<file path="src/bcsl_pkg.sv">
package bcsl_pkg;

  // direction codes
  localparam logic [1:0] DIR_UNKNOWN = 2'd0;
  localparam logic [1:0] DIR_FWD     = 2'd1;
  localparam logic [1:0] DIR_REV     = 2'd2;

  // drive mode codes
  localparam logic [1:0] MODE_STOP = 2'd0;
  localparam logic [1:0] MODE_FWD  = 2'd1;
  localparam logic [1:0] MODE_REV  = 2'd2;

  // register indexes
  localparam int unsigned CFG_INDEX_W = 3;
  localparam int unsigned CFG_DATA_W  = 24;
  localparam logic [CFG_INDEX_W-1:0] REG_ROTOR_ORIGIN = 3'd0;
  localparam logic [CFG_INDEX_W-1:0] REG_DRIVE_MODE   = 3'd1;
  localparam logic [CFG_INDEX_W-1:0] REG_TARGET_TICKS = 3'd2;
  localparam logic [CFG_INDEX_W-1:0] REG_COUNTS_WIN   = 3'd3;
  localparam logic [CFG_INDEX_W-1:0] REG_GAIN_P       = 3'd4;
  localparam logic [CFG_INDEX_W-1:0] REG_GAIN_I       = 3'd5;
  localparam logic [CFG_INDEX_W-1:0] REG_GAIN_D       = 3'd6;

  // register reset values
  localparam logic [15:0] COUNTS_WIN_RESET = 16'd120;
  localparam logic [15:0] GAIN_P_RESET     = 16'd256;
  localparam logic [5:0]  DRIVE_RESET      = 6'h12;

  // fixed-point widths of the speed loop
  localparam int unsigned ERR_W   = 25;
  localparam int unsigned INTEG_W = 32;
  localparam int unsigned DIFF_W  = ERR_W + 1;
  localparam int unsigned GAIN_W  = 16;
  localparam int unsigned DUTY_W  = 16;
  localparam int unsigned PP_W    = GAIN_W + ERR_W;
  localparam int unsigned PI_W    = GAIN_W + INTEG_W;
  localparam int unsigned PD_W    = GAIN_W + DIFF_W;

  localparam logic signed [ERR_W-1:0] ERR_MAX = {1'b0, {(ERR_W-1){1'b1}}};
  localparam logic signed [ERR_W-1:0] ERR_MIN = {1'b1, {(ERR_W-1){1'b0}}};
  localparam logic signed [INTEG_W-1:0] INTEG_MAX = {1'b0, {(INTEG_W-1){1'b1}}};
  localparam logic signed [INTEG_W-1:0] INTEG_MIN = {1'b1, {(INTEG_W-1){1'b0}}};

  // result queue depth
  localparam int unsigned FIFO_DEPTH = 8;
  localparam int unsigned FIFO_PTR_W = $clog2(FIFO_DEPTH);
  localparam int unsigned FIFO_CNT_W = $clog2(FIFO_DEPTH + 1);

  typedef struct packed {
    logic [2:0]              rotor_origin;
    logic [1:0]              drive_mode;
    logic [23:0]             target_ticks;
    logic [15:0]             counts_per_window;
    logic signed [GAIN_W-1:0] gain_p;
    logic signed [GAIN_W-1:0] gain_i;
    logic signed [GAIN_W-1:0] gain_d;
  } cfg_t;

  typedef struct packed {
    logic hall_one;
    logic hall_two;
    logic hall_three;
    logic quad_a;
    logic quad_b;
  } tick_in_t;

  typedef struct packed {
    logic [5:0]         drive_word;
    logic signed [31:0] position;
    logic [1:0]         direction;
    logic               speed_updated;
  } tick_res_t;

  typedef struct packed {
    logic                      zero_duty;
    logic signed [ERR_W-1:0]   err;
    logic signed [INTEG_W-1:0] integral;
    logic signed [DIFF_W-1:0]  diff;
  } pid_op_t;

  typedef struct packed {
    logic [5:0]         drive_word;
    logic [DUTY_W-1:0]  duty;
    logic signed [31:0] position;
    logic [1:0]         direction;
    logic               speed_updated;
  } out_item_t;

  // hall code to rotor state
  function automatic logic [2:0] rotor_map(input logic [2:0] code);
    logic [2:0] r;
    case (code)
      3'd0:    r = 3'd7;
      3'd1:    r = 3'd5;
      3'd2:    r = 3'd3;
      3'd3:    r = 3'd4;
      3'd4:    r = 3'd1;
      3'd5:    r = 3'd0;
      3'd6:    r = 3'd2;
      default: r = 3'd7;
    endcase
    return r;
  endfunction

  // drive state to phase legs
  function automatic logic [5:0] drive_map(input logic [2:0] st);
    logic [5:0] w;
    case (st)
      3'd0:    w = 6'h12;
      3'd1:    w = 6'h18;
      3'd2:    w = 6'h09;
      3'd3:    w = 6'h21;
      3'd4:    w = 6'h24;
      3'd5:    w = 6'h06;
      default: w = 6'h00;
    endcase
    return w;
  endfunction

  // remainder by six for values up to fifteen
  function automatic logic [2:0] mod6(input logic [3:0] s);
    logic [3:0] r;
    if (s >= 4'd12) begin
      r = s - 4'd12;
    end else if (s >= 4'd6) begin
      r = s - 4'd6;
    end else begin
      r = s;
    end
    return r[2:0];
  endfunction

  function automatic logic [1:0] mode_dir(input logic [1:0] mode);
    logic [1:0] d;
    case (mode)
      MODE_FWD: d = DIR_FWD;
      MODE_REV: d = DIR_REV;
      default:  d = DIR_UNKNOWN;
    endcase
    return d;
  endfunction

  function automatic logic signed [2:0] mode_lead(input logic [1:0] mode);
    logic signed [2:0] l;
    case (mode)
      MODE_FWD: l = 3'sd1;
      MODE_REV: l = -3'sd2;
      default:  l = 3'sd0;
    endcase
    return l;
  endfunction

endpackage

</file>
<file path="src/bcsl_tick.sv">
module bcsl_tick #(
  parameter int unsigned ELAPSED_WIDTH  = 24,
  parameter int unsigned POSITION_WIDTH = 32
) (
  input  logic               clk,
  input  logic               rst,
  input  bcsl_pkg::cfg_t     cfg,
  input  logic               in_take,
  input  bcsl_pkg::tick_in_t in_bits,
  output logic               res_valid,
  output bcsl_pkg::tick_res_t res,
  output bcsl_pkg::pid_op_t  op
);
  import bcsl_pkg::*;

  localparam int unsigned EW = ELAPSED_WIDTH;
  localparam int unsigned PW = POSITION_WIDTH;
  localparam int unsigned XW = ((EW > 24) ? EW : 24) + 2;
  localparam int unsigned CW = PW + 16;

  // input register
  logic     p0_valid;
  tick_in_t p0;

  // tick state
  logic                      prev_a;
  logic                      prev_b;
  logic [PW-1:0]             count;
  logic [1:0]                dir_state;
  logic [2:0]                prev_rotor;
  logic [5:0]                drive_hold;
  logic [PW-1:0]             window_start;
  logic                      window_active;
  logic [1:0]                win_dir;
  logic [EW-1:0]             elapsed;
  logic signed [ERR_W-1:0]   last_err;
  logic signed [INTEG_W-1:0] integral;

  logic                      ea, eb, step, up;
  logic [PW-1:0]             count_next;
  logic [1:0]                dir_next;
  logic [2:0]                rotor;
  logic signed [4:0]         rsum;
  logic [5:0]                drive_next;
  logic [EW-1:0]             elapsed_inc;
  logic [PW-1:0]             prog;
  logic                      close;
  logic signed [XW-1:0]      err_wide;
  logic signed [ERR_W-1:0]   err;
  logic signed [INTEG_W:0]   integ_sum;
  logic signed [INTEG_W-1:0] integ_sat;
  logic signed [DIFF_W-1:0]  diff;
  logic [63:0]               count64;

  always_ff @(posedge clk) begin
    if (rst) begin
      p0_valid <= 1'b0;
    end else begin
      p0_valid <= in_take;
    end
    if (in_take) begin
      p0 <= in_bits;
    end
  end

  // quadrature decode that counts every edge of either channel
  always_comb begin
    ea   = p0.quad_a ^ prev_a;
    eb   = p0.quad_b ^ prev_b;
    step = ea ^ eb;
    up   = ea ? (p0.quad_a ^ p0.quad_b) : ~(p0.quad_a ^ p0.quad_b);
    if (step) begin
      count_next = up ? count + PW'(1) : count - PW'(1);
      dir_next   = up ? DIR_FWD : DIR_REV;
    end else begin
      count_next = count;
      dir_next   = dir_state;
    end
  end

  // hall commutation
  always_comb begin
    rotor = rotor_map({p0.hall_three, p0.hall_two, p0.hall_one});
    rsum  = $signed({2'b00, rotor}) - $signed({2'b00, cfg.rotor_origin})
          + 5'(mode_lead(cfg.drive_mode)) + 5'sd6;
    if (rotor != prev_rotor) begin
      drive_next = rsum[4] ? 6'h00 : drive_map(mod6(rsum[3:0]));
    end else begin
      drive_next = drive_hold;
    end
  end

  // window progress and close
  always_comb begin
    elapsed_inc = (elapsed == {EW{1'b1}}) ? elapsed : elapsed + EW'(1);
    prog  = (win_dir == DIR_FWD) ? count_next - window_start : window_start - count_next;
    close = window_active && !prog[PW-1] && (CW'(prog) >= CW'(cfg.counts_per_window));
  end

  // error, integral and difference with saturation
  always_comb begin
    err_wide = $signed(XW'(elapsed_inc)) - $signed(XW'(cfg.target_ticks));
    if (err_wide[XW-1:ERR_W-1] != {(XW-ERR_W+1){err_wide[XW-1]}}) begin
      err = err_wide[XW-1] ? ERR_MIN : ERR_MAX;
    end else begin
      err = err_wide[ERR_W-1:0];
    end
    integ_sum = {integral[INTEG_W-1], integral} + (INTEG_W+1)'(err);
    if (integ_sum[INTEG_W] != integ_sum[INTEG_W-1]) begin
      integ_sat = integ_sum[INTEG_W] ? INTEG_MIN : INTEG_MAX;
    end else begin
      integ_sat = integ_sum[INTEG_W-1:0];
    end
    diff    = DIFF_W'(err) - DIFF_W'(last_err);
    count64 = 64'(count_next);
  end

  // state update
  always_ff @(posedge clk) begin
    if (rst) begin
      prev_a        <= 1'b0;
      prev_b        <= 1'b0;
      count         <= '0;
      dir_state     <= DIR_UNKNOWN;
      prev_rotor    <= 3'd0;
      drive_hold    <= DRIVE_RESET;
      window_start  <= '0;
      window_active <= 1'b0;
      win_dir       <= DIR_UNKNOWN;
      elapsed       <= '0;
      last_err      <= '0;
      integral      <= '0;
    end else if (p0_valid) begin
      prev_a     <= p0.quad_a;
      prev_b     <= p0.quad_b;
      count      <= count_next;
      dir_state  <= dir_next;
      prev_rotor <= rotor;
      drive_hold <= drive_next;
      if (window_active && !close) begin
        elapsed <= elapsed_inc;
      end else if (dir_next != DIR_UNKNOWN) begin
        window_active <= 1'b1;
        window_start  <= count_next;
        win_dir       <= dir_next;
        elapsed       <= '0;
      end else begin
        window_active <= 1'b0;
      end
      if (close) begin
        last_err <= err;
        integral <= integ_sat;
      end
    end
  end

  // result register
  always_ff @(posedge clk) begin
    if (rst) begin
      res_valid <= 1'b0;
    end else begin
      res_valid <= p0_valid;
    end
    if (p0_valid) begin
      res.drive_word    <= drive_next;
      res.position      <= count64[31:0];
      res.direction     <= dir_next;
      res.speed_updated <= close;
      op.zero_duty      <= (mode_dir(cfg.drive_mode) == DIR_UNKNOWN)
                        || (dir_next != mode_dir(cfg.drive_mode));
      op.err            <= err;
      op.integral       <= integ_sat;
      op.diff           <= diff;
    end
  end

endmodule

</file>
<file path="config.mk">
export PLATFORM = sky130hd
export DESIGN_NAME = bcsl_tick
export DESIGN_NICKNAME = d
export VERILOG_FILES = /design/src/bcsl_pkg.sv /design/src/bcsl_tick.sv
export SDC_FILE = /design/constraint.sdc
export NUM_CORES = 1
export LEC_CHECK = 0
export BUFFER_PORTS_ARGS = -buffer_cell sky130_fd_sc_hd__buf_4
export CELL_PAD_IN_SITES_DETAIL_PLACEMENT = 0
export CELL_PAD_IN_SITES_GLOBAL_PLACEMENT = 1
export CORE_MARGIN = 4
export CORE_UTILIZATION = 46
export CTS_BUF_LIST = sky130_fd_sc_hd__clkbuf_8 sky130_fd_sc_hd__clkbuf_16
export CTS_CLUSTER_SIZE = 30
export DETAILED_ROUTE_END_ITERATION = 12
export PLACE_DENSITY_LB_ADDON = 0.1
export SKIP_CTS_REPAIR_TIMING = 1
export SLEW_MARGIN = 20
export SYNTH_ARGS = -nofsm -noshare
export SYNTH_HDL_FRONTEND = slang
export SYNTH_SLANG_ARGS = --single-unit
export TNS_END_PERCENT = 100
</file>
<file path="constraint.sdc">
create_clock -name clk -period 9.4 [get_ports clk]
set_input_delay 0.47 -clock clk [delete_from_list [all_inputs] [get_ports clk]]
set_output_delay 0.47 -clock clk [all_outputs]
set_load 0.005 [all_outputs]
</file>
Word-level counts from Yosys, hierarchy flattened. Cells that the tools add are included.

Flip-flop bits (word level): 293. Word-level logic and storage cells: 106. Input bits: 101. Output and inout bits: 126.

Multiplexer cells: 24. Equality and inequality tests: 19. Add/sub/neg operators: 13. Reduce and logical (&&, ||, !) cells: 14. $lt $le $gt $ge: 3. Bitwise logic cells: 6.

Operators by type and width (number): two-way mux 32 bit (5); two-way mux 24 bit (3); subtractor 32 bit (2); two-way mux 25 bit (2); one-hot mux 6 bit (6 select lines) (1); adder 32 x 25 -> 33 bit (1); adder 32 x 1 -> 32 bit (second input constant) (1); >= comparator 32 x 16 -> 1 bit (1); subtractor 32 x 1 -> 32 bit (second input constant) (1); subtractor 25 x 25 -> 26 bit (1); subtractor 24 x 24 -> 25 bit (1); adder 24 x 1 -> 24 bit (second input constant) (1); equality test 24 bit (second input constant) (1); one-hot mux 3 bit (6 select lines) (1); equality test 3 bit (second input constant) (5); equality test 3 x 2 -> 1 bit (second input constant) (4); two-way mux 6 bit (2); two-way mux 3 bit (3); equality test 3 x 1 -> 1 bit (second input constant) (2); two-way mux 2 bit (3); one-hot mux 3 bit (2 select lines) (1); AND reduction 2 bit (3); subtractor 3 bit (second input constant) (2); adder 4 x 3 -> 5 bit (1); other kinds (20) (31).

Longest topological paths before layout. Gate-level depths: netlist (run 1).

Depth after elaboration: 14. Gate-level depth with buffers: 41. Mapped depth without buffers: 34.

Worst setup path after synthesis (run 1). No wires, ideal clock.

Kind: flip-flop to flip-flop. From: register p0[0] (netlist name). To: register res[0] (netlist name) (data pin). Setup slack: 1.286 ns. Path buffers: 7. Library setup time: 0.255 ns. Period minus slack after synthesis: 8.114 ns. Cell stages (with the launch flop): 39. Data required time: 9.145 ns. Arrival: 7.860 ns. Path through: edfxtp_1 xnor2_2 buf_2 buf_2 clkbuf_1 buf_1 xnor2_1 ha_1 nor3_1 nor2_1 o21ai_1 o21ai_0 a22o_1 a41o_1 a21oi_1 mux2i_1 xnor2_1 inv_1 [3 not listed] nor2_1 nand3_1 o21ai_0 mux2i_1 xor2_1 ha_1 o21a_1 o21ai_0 a31oi_1 a211oi_1 nand2_1 and4b_1 nand4_1 or4b_4 o21ba_2 buf_2 buf_2 and2_1.

Cells in the longest elaborated chain, start to end: 10. Elaborated cells between the ends (all ways): 14. Those cells by class: 2 x add/sub; 1 x order compare; 4 x mux; 4 x bitwise; 3 x reduce/logical.

Ends and longest elaborated chain: from (decl) (line bcsl_tick.sv:23) `tick_in_t p0;`; from (signal assigned) (line bcsl_tick.sv:62) `p0 <= in_bits;`; XOR 1 bit (line bcsl_tick.sv:71) `up = ea ? (p0.quad_a ^ p0.quad_b) : ~(p0.quad_a ^ p0.quad_b);`; inverter 1 bit (line bcsl_tick.sv:71); two-way mux 1 bit (line bcsl_tick.sv:71); two-way mux 32 bit (line bcsl_tick.sv:73) `count_next = up ? count + PW'(1) : count - PW'(1);`; two-way mux 32 bit (*) (line bcsl_tick.sv:72) `if (step) begin`; net count_next[12] (line bcsl_tick.sv:40) `logic [PW-1:0] count_next;`; subtractor 32 bit (line bcsl_tick.sv:96) `prog = (win_dir == DIR_FWD) ? count_next - window_start : window_start - count_next;`; two-way mux 32 bit (*) (line bcsl_tick.sv:96); parallel branches: the longest is 2 deep, another holds >= comparator 32 x 16 -> 1 bit; logical AND 1 bit (*) (line bcsl_tick.sv:97) `close = window_active && !prog[PW-1] && (CW'(prog) >= CW'(cfg.counts_per_window));`; net close (line bcsl_tick.sv:47) `logic close;`; to (decl) (line bcsl_tick.sv:11) `output bcsl_pkg::tick_res_t res,`.

Mark *: on every way through the listed nets, which the timed path passes. A chain may end at the register's enable or synchronous reset.

Final worst setup path (run 1).
From: register elapsed[0]. To: register integral[23].

Cells in the longest elaborated chain, start to end: 8. Elaborated cells between the ends (all ways): 11. Those cells by class: 3 x add/sub; 3 x eq/ne; 5 x mux.

Ends and longest elaborated chain: from (decl) (line bcsl_tick.sv:35) `logic [EW-1:0] elapsed;`; from (signal assigned) (line bcsl_tick.sv:141) `elapsed <= elapsed_inc;`; adder 24 x 1 -> 24 bit / equality test 24 bit (equally long branches) (line bcsl_tick.sv:95) `elapsed_inc = (elapsed == {EW{1'b1}}) ? elapsed : elapsed + EW'(1);`; two-way mux 24 bit (*) (line bcsl_tick.sv:95); subtractor 24 x 24 -> 25 bit (*) (line bcsl_tick.sv:102) `err_wide = $signed(XW'(elapsed_inc)) - $signed(XW'(cfg.target_ticks));`; two-way mux 25 bit / inequality test 1 bit (equally long branches) (line bcsl_tick.sv:104, bcsl_tick.sv:103); two-way mux 25 bit (*) (line bcsl_tick.sv:103) `if (err_wide[XW-1:ERR_W-1] != {(XW-ERR_W+1){err_wide[XW-1]}}) begin`; net err[12] (line bcsl_tick.sv:49) `logic signed [ERR_W-1:0] err;`; adder 32 x 25 -> 33 bit (*) (line bcsl_tick.sv:108) `integ_sum = {integral[INTEG_W-1], integral} + (INTEG_W+1)'(err);`; two-way mux 32 bit / inequality test 1 bit (equally long branches) (line bcsl_tick.sv:110, bcsl_tick.sv:109); two-way mux 32 bit (*) (line bcsl_tick.sv:109) `if (integ_sum[INTEG_W] != integ_sum[INTEG_W-1]) begin`; net integ_sat[23] (line bcsl_tick.sv:51) `logic signed [INTEG_W-1:0] integ_sat;`; to (signal assigned) (line bcsl_tick.sv:152) `integral <= integ_sat;`; to (decl) (line bcsl_tick.sv:37) `logic signed [INTEG_W-1:0] integral;`.

Mark *: on every way through the listed nets, which the timed path passes. The rest lies on a longest branch.

==> results of run 1 <==
[cells in the mapped netlist (74+ instances only)]
master,count
nor2_1,250
inv_1,196
dfxtp_1,163
edfxtp_1,130
nand2_1,136
xnor2_1,100
nand3_1,118
ha_1,169
a21oi_1,230
a21o_1,82
nor3_1,74
clkbuf_1,93
o21ai_0,124
[registers in the layout, summed over array words and instances (netlist names)]
name,count
count,32
dir_state,2
drive_hold,6
elapsed,24
integral,32
last_err,25
op,84
p0,5
p0_valid,1
prev_a,1
prev_b,1
prev_rotor,3
res,41
res_valid,1
win_dir,2
window_active,1
window_start,32
[layer usage]
metal  vias to the layer above  share of wire (%)
met3                       104                4.0
met5                         -                  0
met2                       452                 50
met1                      8994                 42
li1                       9233                  -
met4                         0                3.3
[worst min-delay path by stage]
stage,end,cells past startpoint,start
after floorplan,last_err[21],2,last_err[21]
after global placement,last_err[21],2,last_err[21]
after detailed placement,last_err[21],2,last_err[21]
after CTS,p0[2],1,in_bits[2]
after global routing,p0[0],1,in_bits[0]
final,p0[2],1,in_bits[2]
[power by group]
part | switching (uW) | total, uW | internal (uW)
sequential | 73.8 | 1540 | 1470
combinational | 1440 | 2340 | 897
clock | 564 | 1470 | 901
total | 2080 | 5340 | 3260
[stage by stage]
stage / hold WS, ns / total power, uW
6_report: 0.09309 / 5344
5_1_grt: 0.06106 / 5701
4_1_cts: 0.05683 / 5386
3_5_place_dp: 0.4495 / 3887
3_3_place_gp: 0.4435 / 3860
2_1_floorplan: 0.4363 / 3184
[cell type report]
class	count	area, sq um
Clock inverter	21	224.0
Tap cell	600	750.7
Clock buffer	45	1047
Inverter	197	739.5
Fill cell	4258	21050
Multi-Input combinational cell	1875	12670
Timing Repair Buffer	228	1737
Sequential cell	293	7171
[logic make-up (layout without fill, tap and decap cells)]
| family | after synthesis | after routing | share of synthesized area [%] |
|---|---|---|---|
| buffers and inverters | 328 | 491 | 6.275 |
| and+or+nand+nor | 794 | 794 | 18.38 |
| xor gates and xnor gates | 164 | 164 | 6.980 |
| AOI/OAI and AO/OA | 677 | 677 | 20.69 |
| DFF | 293 | 293 | 33.94 |
| adders and majority gates | 179 | 179 | 10.82 |
| muxes | 61 | 61 | 2.915 |
[worst register-to-register path, delay by kind of cell (launching register included)]
family | cells | cell delay, ns
AO/OA/AOI/OAI | 16 | 3.77
AND/OR/NAND/NOR | 9 | 1.76
adder cells (fa/ha/maj) | 4 | 1.23
XOR/XNOR | 3 | 0.98
flip-flops | 1 | 0.43
buffers and inverters | 1 | 0.23
==> flow_summary.toml, run 1 <==
[cells_and_area]
nNetsFinal = 2908
area_growth_pct = 15.24
post-route-util_pct = 53.62
drive_gt1_share_pct = 12.67
layout_common_cells = "nor2_1, a21oi_1, buf_4"
finalInstanceArea_sq_um = 24330
final_common_cell = "nor2_1"
finalNonFillerCells = 3259
diodes = 0

[clock_tree]
cts_max_level = 2
cts_tree = "yes"
clock_path_buffers = 3
worstSkewPairLatency_ns = 0.56
clock_sinks = 293
cts-buffers-inserted = 36
clkTransAtPathRegs_ns = 0.06
cts_root_buf = "clkbuf_16"

[sta]
finalHoldViolations = 0
fin_tns_setup_ns = 0
max_freq_mhz = 117.6
tightest_slew_ns = 1.070
setup_viol = 0
min_period_ns = 8.506
rsz0062_at_grt = "false"
post-route-period-util_pct = 90.49
fin_ws_ns = 0.8940
fin_skew_ns = 0.02114
slew_headroom_pct = 28.67
drv_slew = 0

[worst_setup_path]
regToRegStartpoint = "elapsed[0]"
reg2reg_depth = 33
crit_type = "flop to flop"
end_kind = "flop"
cpPeakStageDelay_ns = 0.55
crit_path_frequent_cell = "a21o_1"
critical-path-slowest-cell = "o31ai_1"
worstPathMaxFanout = 16
timing.rr.end = "integral[23]"
worstSetupEndpoint = "integral[23]"
timing.critical_path.from = "elapsed[0]"
worstPathArrival_ns = 8.97
r2r_slack_ns = 0.89
required_ns = 9.87
path_depth = 33
startpoint_type = "flop"
cpLargestDelayFamily = "compound AO/OA/AOI/OAI gates"
crit_buf_inv = 1

[hold_path]
min_path_type = "input pin to flop"

[routing]
vias_per_cell = 5.763
dr.pass1.iters = 5
drc = 0
drtIter0Drc = 1293
wire_per_inst_um = 19.20
routed_wl_um = 62580
final_antenna_net_count = 0
num_vias = 18780

[synthesis]
seq_area_frac_synth_pct = 33.94
synthArstFlopShare_pct = 0
yosys.cell_types.count = 97
synth_edf_count = 130
synth_ff_type = "dfxtp_1"
syn_area_per_cell_sq_um = 8.460
yosysWarnings = 0
netlist_area_sq_um = 21120
synth.area.top_cells = "edfxtp_1, dfxtp_1, ha_1, a21oi_1, nor2_1"
synth_top_area_share_pct = 18.49
netlist_instances = 2496
yosysTopAreaCell = "edfxtp_1"
synth_seq_cells = 293
synth_nets = 2773

[floorplanning]
start_util_pct = 46.53
die-area_sq_um = 49400
rows = 78
ios = 227
dieHeight_um = 222.3
core_area_sq_um = 45380
die_x_um = 222.3

[status]
status = "finished, final reports clean"

[global_route]
groute.layer.met1.usage_pct = 30.40
use_met3_pct = 3.343
grt_max_degree = 81
use_met2_pct = 43.35
grt_antenna_before_repair = 0
busiest_layer = "met2"
track_usage_pct = 24.31
gr-total-overflow = 0
grt_pass1_vias = 17650
grt_pass1_wl_um = 97790

[placement]
dp_hpwl_um = 46700
pre_cts_ws_ns = 0.7268
port_buffers = 178
place_congestion = 0.9382
numPlacedInstances = 3193
placed_area_sq_um = 23060

[power_and_ir_drop]
vdd_drop_max_uv = 137.2
power_density_nw_per_um2 = 219.6
cellLeakagePower_uw = 0.01054

[flow_run]
maxCapViolCount = 0
Note: power is estimated with default switching activity, not from simulation.
==> inputs of run 2 (changes only) <==
--- a/config.mk
+++ b/config.mk
@@ -5,7 +5,7 @@
 export SDC_FILE = /design/constraint.sdc
 export NUM_CORES = 1
 export LEC_CHECK = 0
-export BUFFER_PORTS_ARGS = -buffer_cell sky130_fd_sc_hd__buf_4
+export BUFFER_PORTS_ARGS = -buffer_cell sky130_fd_sc_hd__buf_2
 export CELL_PAD_IN_SITES_DETAIL_PLACEMENT = 0
 export CELL_PAD_IN_SITES_GLOBAL_PLACEMENT = 1
 export CORE_MARGIN = 4
==> run 2 against run 1 <==
- final cell count is the same
- total power is 0.90% lower
- sequential cell count unchanged
- non-clock buffer count is the same
- largest power group unchanged
- design area shrank 1.8%
- global-route usage about the same
- critical path depth grew 1
- sequential share of layout area up 0.53 points
- register-to-register slack got worse by 0.13 ns
- via count is 0.28% lower
==> flow_summary.toml, run 2 (synthesis gave the netlist of run 1 again) <==
[clock_tree]
cts_max_level = 2
clock_sinks = 293
worstSkewPairLatency_ns = 0.56
clock_path_buffers = 3
cts_root_buf = "clkbuf_16"
cts_tree = "yes"
clkTransAtPathRegs_ns = 0.06
cts-buffers-inserted = 36

[power_and_ir_drop]
power_density_nw_per_um2 = 221.5
p_comb_share_pct = 43.6
vdd_drop_max_uv = 147.4
p_int_uw = 3209
sequentialPowerShare_pct = 29.0
cellLeakagePower_uw = 0.01038
switchingPower_uw = 2086
switching_share_pct = 39.40
power.share.clock_pct = 27.3

[worst_setup_path]
regToRegStartpoint = "elapsed[0]"
reg2reg_depth = 34
critical-path-slowest-cell = "xnor2_1"
timing.rr.end = "integral[8]"
startpoint_type = "flop"
end_kind = "flop"
cpPeakStageDelay_ns = 0.51
worstSetupEndpoint = "integral[8]"
timing.critical_path.from = "elapsed[0]"
r2r_slack_ns = 0.77
worstPathArrival_ns = 9.02
crit_type = "flop to flop"
worstPathMaxFanout = 18
required_ns = 9.78

[global_route]
track_usage_pct = 24.34
grt_antenna_before_repair = 0
grt_pass1_vias = 17710
gr-total-overflow = 0
grt_pass1_wl_um = 98130
grt_max_degree = 129

[cells_and_area]
top_register = "op"
final_common_cell = "nor2_1"
finalNonFillerCells = 3259
fillerInstances = 4313
drive_gt1_share_pct = 12.49
nNetsFinal = 2908
regArea_sq_um = 7171
layout_common_cells = "nor2_1, a21oi_1, inv_1"
largestRegisters = "op x84, res x41"
area_growth_pct = 13.20
largest_reg_flops = 84
multiInputGateArea_sq_um = 12670
diodes = 0

[floorplanning]
core_area_sq_um = 45380
dieHeight_um = 222.3
ios = 227
die_x_um = 222.3
start_util_pct = 46.53
die-area_sq_um = 49400
rows = 78

[routing]
dr.pass1.iters = 5
routed_wl_um = 62460
wire_per_inst_um = 19.17
num_vias = 18730
final_antenna_net_count = 0
vias_per_cell = 5.747
drc = 0
drtIter0Drc = 1159

[sta]
tightest_slew_ns = 0.9208
post-route-period-util_pct = 91.86
finalHoldViolations = 0
drv_slew = 0
max_freq_mhz = 115.8
min_period_ns = 8.635
rsz0062_at_grt = "false"
fin_tns_setup_ns = 0
fin_ws_ns = 0.7654
fin_skew_ns = 0.02263
slew_headroom_pct = 38.20
setup_viol = 0

[placement]
dp_hpwl_um = 46210
pre_cts_ws_ns = 0.5760
numPlacedInstances = 3193
place_congestion = 0.9242
port_buffers = 178

[hold_path]
worstHoldStart = "in_bits[4]"
min_path_type = "input pin to flop"

[flow_run]
maxCapViolCount = 0

[status]
status = "finished, final reports clean"
[run 2: layout make-up]
| class | instances | share of cell area [%] |
|---|---|---|
| Clock buffer | 43 | 4.360 |
| Clock inverter | 23 | 0.8846 |
| Inverter | 197 | 3.094 |
| Multi-Input combinational cell | 1875 | 52.99 |
| Sequential cell | 293 | 30.00 |
| Tap cell | 600 | 3.141 |
| Timing Repair Buffer | 228 | 5.533 |
[run 2: worst min path at each step]
stage          cells past startpoint      endpoint  slack, ns
5_1_grt                            1         p0[0]       0.06
3_5_place_dp                       2  integral[22]       0.45
2_1_floorplan                      2  last_err[21]       0.44
6_report                           1         p0[4]       0.09
4_1_cts                            1         p0[4]       0.06
3_3_place_gp                       2  last_err[22]       0.45
[run 2: critical path, delay by kind of cell (launching register included)]
family | cells | cell delay, ns
buffers and inverters | 2 | 0.36
xor gates and xnor gates | 2 | 0.72
DFF | 1 | 0.43
and+or+nand+nor | 8 | 1.71
AOI/OAI and AO/OA | 18 | 3.98
adders and majority gates | 4 | 1.25
[run 2: power by group through the flow]
stage	sequential, uW	combinational [uW]	clock [uW]
2_1_floorplan	1540	1640	0
3_3_place_gp	1560	2270	0
3_5_place_dp	1560	2290	0
4_1_cts	1540	2310	1490
5_1_grt	1550	2560	1540
6_report	1540	2310	1450
[run 2: stage by stage]
step / hold WS [ns] / util, % / total power, uW / area, sq um
5_1_grt: 0.06484 / 52.67 / 5650 / 23900
3_5_place_dp: 0.4522 / 49.89 / 3850 / 22640
6_report: 0.09190 / 52.67 / 5295 / 23900
3_3_place_gp: 0.4451 / 49.89 / 3830 / 22640
2_1_floorplan: 0.4363 / - / 3184 / 21120
4_1_cts: 0.06354 / 52.65 / 5328 / 23890
[run 2: per-layer routing]
metal	global-route usage, %	share of wire (%)
met5	0	0
met4	7.103	2.6
met3	2.735	3.9
met2	44.59	51
met1	30.15	42
==> inputs of run 3 (changes only) <==
--- a/config.mk
+++ b/config.mk
@@ -9,7 +9,7 @@
 export CELL_PAD_IN_SITES_DETAIL_PLACEMENT = 0
 export CELL_PAD_IN_SITES_GLOBAL_PLACEMENT = 1
 export CORE_MARGIN = 4
-export CORE_UTILIZATION = 46
+export CORE_UTILIZATION = 29
 export CTS_BUF_LIST = sky130_fd_sc_hd__clkbuf_8 sky130_fd_sc_hd__clkbuf_16
 export CTS_CLUSTER_SIZE = 30
 export DETAILED_ROUTE_END_ITERATION = 12
==> run 3 against run 2 <==
- count of clock-buffer cells in the layout increased by 1
- largest cell class unchanged
- utilization decreased by 18 points
- global-route usage decreased by 6.5 points
- total power increased by 5.7%
- highest routed layer is now met5
- routed wire length increased by 14%
==> flow_summary.toml, run 3 (synthesis gave the netlist of run 1 again) <==
[cells_and_area]
nNetsFinal = 2924
area_growth_pct = 16.47
drive_gt1_share_pct = 12.95
top_register = "op"
largest_reg_flops = 84
final_common_cell = "nor2_1"
diodes = 0
layout_common_cells = "nor2_1, a21oi_1, inv_1"
largestRegisters = "op x84, res x41"

[sta]
slew_headroom_pct = 31.88
tightest_slew_ns = 0.9961
fin_skew_ns = 0.02170
post-route-period-util_pct = 90.72
max_freq_mhz = 117.3
drv_slew = 0
min_period_ns = 8.528
rsz0062_at_grt = "false"
setup_viol = 0
finalHoldViolations = 0
fin_tns_setup_ns = 0

[clock_tree]
cts-buffers-inserted = 41
cts_max_level = 2
worstSkewPairLatency_ns = 0.57
cts_root_buf = "clkbuf_16"
clock_path_buffers = 3
cts_tree = "yes"
clkTransAtPathRegs_ns = 0.06
clock_sinks = 293

[global_route]
gr-total-overflow = 0
track_usage_pct = 17.88
grt_pass1_wl_um = 109800
grt_antenna_before_repair = 2
grt_pass1_vias = 18440
grt_max_degree = 79

[routing]
final_antenna_net_count = 0
routed_wl_um = 71290
drtIter0Drc = 1111
wire_per_inst_um = 19.64
dr.pass1.iters = 5
vias_per_cell = 5.150
drc = 0
num_vias = 18690

[floorplanning]
start_util_pct = 29.39
rows = 98
dieHeight_um = 277.8
ios = 227
die-area_sq_um = 77200
core_area_sq_um = 71850
die_x_um = 277.8

[worst_setup_path]
cpPeakStageDelay_ns = 0.60
worstSetupEndpoint = "integral[16]"
timing.rr.end = "integral[16]"
worstPathArrival_ns = 8.93
crit_type = "flop to flop"
r2r_slack_ns = 0.87
worstPathMaxFanout = 14
critical-path-slowest-cell = "xnor2_1"
regToRegStartpoint = "elapsed[0]"
timing.critical_path.from = "elapsed[0]"
required_ns = 9.80
startpoint_type = "flop"
end_kind = "flop"
reg2reg_depth = 35

[status]
status = "finished, final reports clean"

[power_and_ir_drop]
cellLeakagePower_uw = 0.01053
switchingPower_uw = 2203
switching_share_pct = 39.36
sequentialPowerShare_pct = 27.5
p_total_uw = 5596
power.share.clock_pct = 30.1
vdd_drop_max_uv = 123.5
p_int_uw = 3394
p_comb_share_pct = 42.4
power_density_nw_per_um2 = 227.5

[hold_path]
min_path_type = "input pin to flop"

[placement]
place_congestion = 0.8558
dp_hpwl_um = 52490
port_buffers = 178

[flow_run]
maxCapViolCount = 0
## run 3: critical path: cells and delay by family (launching register included)
kind,cells,cell delay (ns)
compound gates,18,3.92
simple gates,8,1.44
fa+ha+maj,4,1.24
xor+xnor,2,0.80
buf+inv,3,0.50
flops,1,0.43
## run 3: final cells by class
class | count | area, sq um
multi-input cells | 1875 | 12650
fillers | 7554 | 47260
clock inverters | 32 | 372.9
inverters | 197 | 739.5
well taps | 950 | 1189
flip-flops and latches | 293 | 7171
clock buffers | 44 | 1079
repair buffers | 239 | 1393
## run 3: routing by layer
metal	routed length, um	track usage, %	vias up
met3	2747	2.558	109
met1	31640	22.78	8928
li1	-	-	9255
met2	34360	30.95	400
met4	2532	6.174	2
met5	13	0	-
## run 3: worst min-delay path by stage
stage / to / startpoint / slack, ns / depth (start not counted)
6_report: p0[3] / in_bits[3] / 0.08 / 1
5_1_grt: p0[1] / in_bits[1] / 0.04 / 1
4_1_cts: p0[3] / in_bits[3] / 0.02 / 1
3_5_place_dp: last_err[22] / last_err[22] / 0.45 / 2
3_3_place_gp: last_err[22] / last_err[22] / 0.45 / 2
2_1_floorplan: last_err[21] / last_err[21] / 0.44 / 2
## run 3: through the flow
stage / hold WS [ns] / area [sq um] / setup WS (ns) / instances / util [%]
2_1_floorplan: 0.4363 / 21120 / 1.286 / 2496 / -
3_3_place_gp: 0.4469 / 23140 / 0.8116 / 3554 / 32.21
3_5_place_dp: 0.4536 / 23140 / 0.8170 / 3554 / 32.21
4_1_cts: 0.02149 / 24590 / 0.7356 / 3630 / 34.23
5_1_grt: 0.03559 / 24590 / 0.02747 / 3630 / 34.23
6_report: 0.07539 / 24590 / 0.8724 / 3630 / 34.23
## run 3: power by group through the flow
stage	sequential, uW	clock (uW)	combinational (uW)
2_1_floorplan	1540	0	1640
3_3_place_gp	1570	0	2370
3_5_place_dp	1570	0	2380
4_1_cts	1540	1760	2400
5_1_grt	1550	1800	2650
6_report	1540	1680	2370
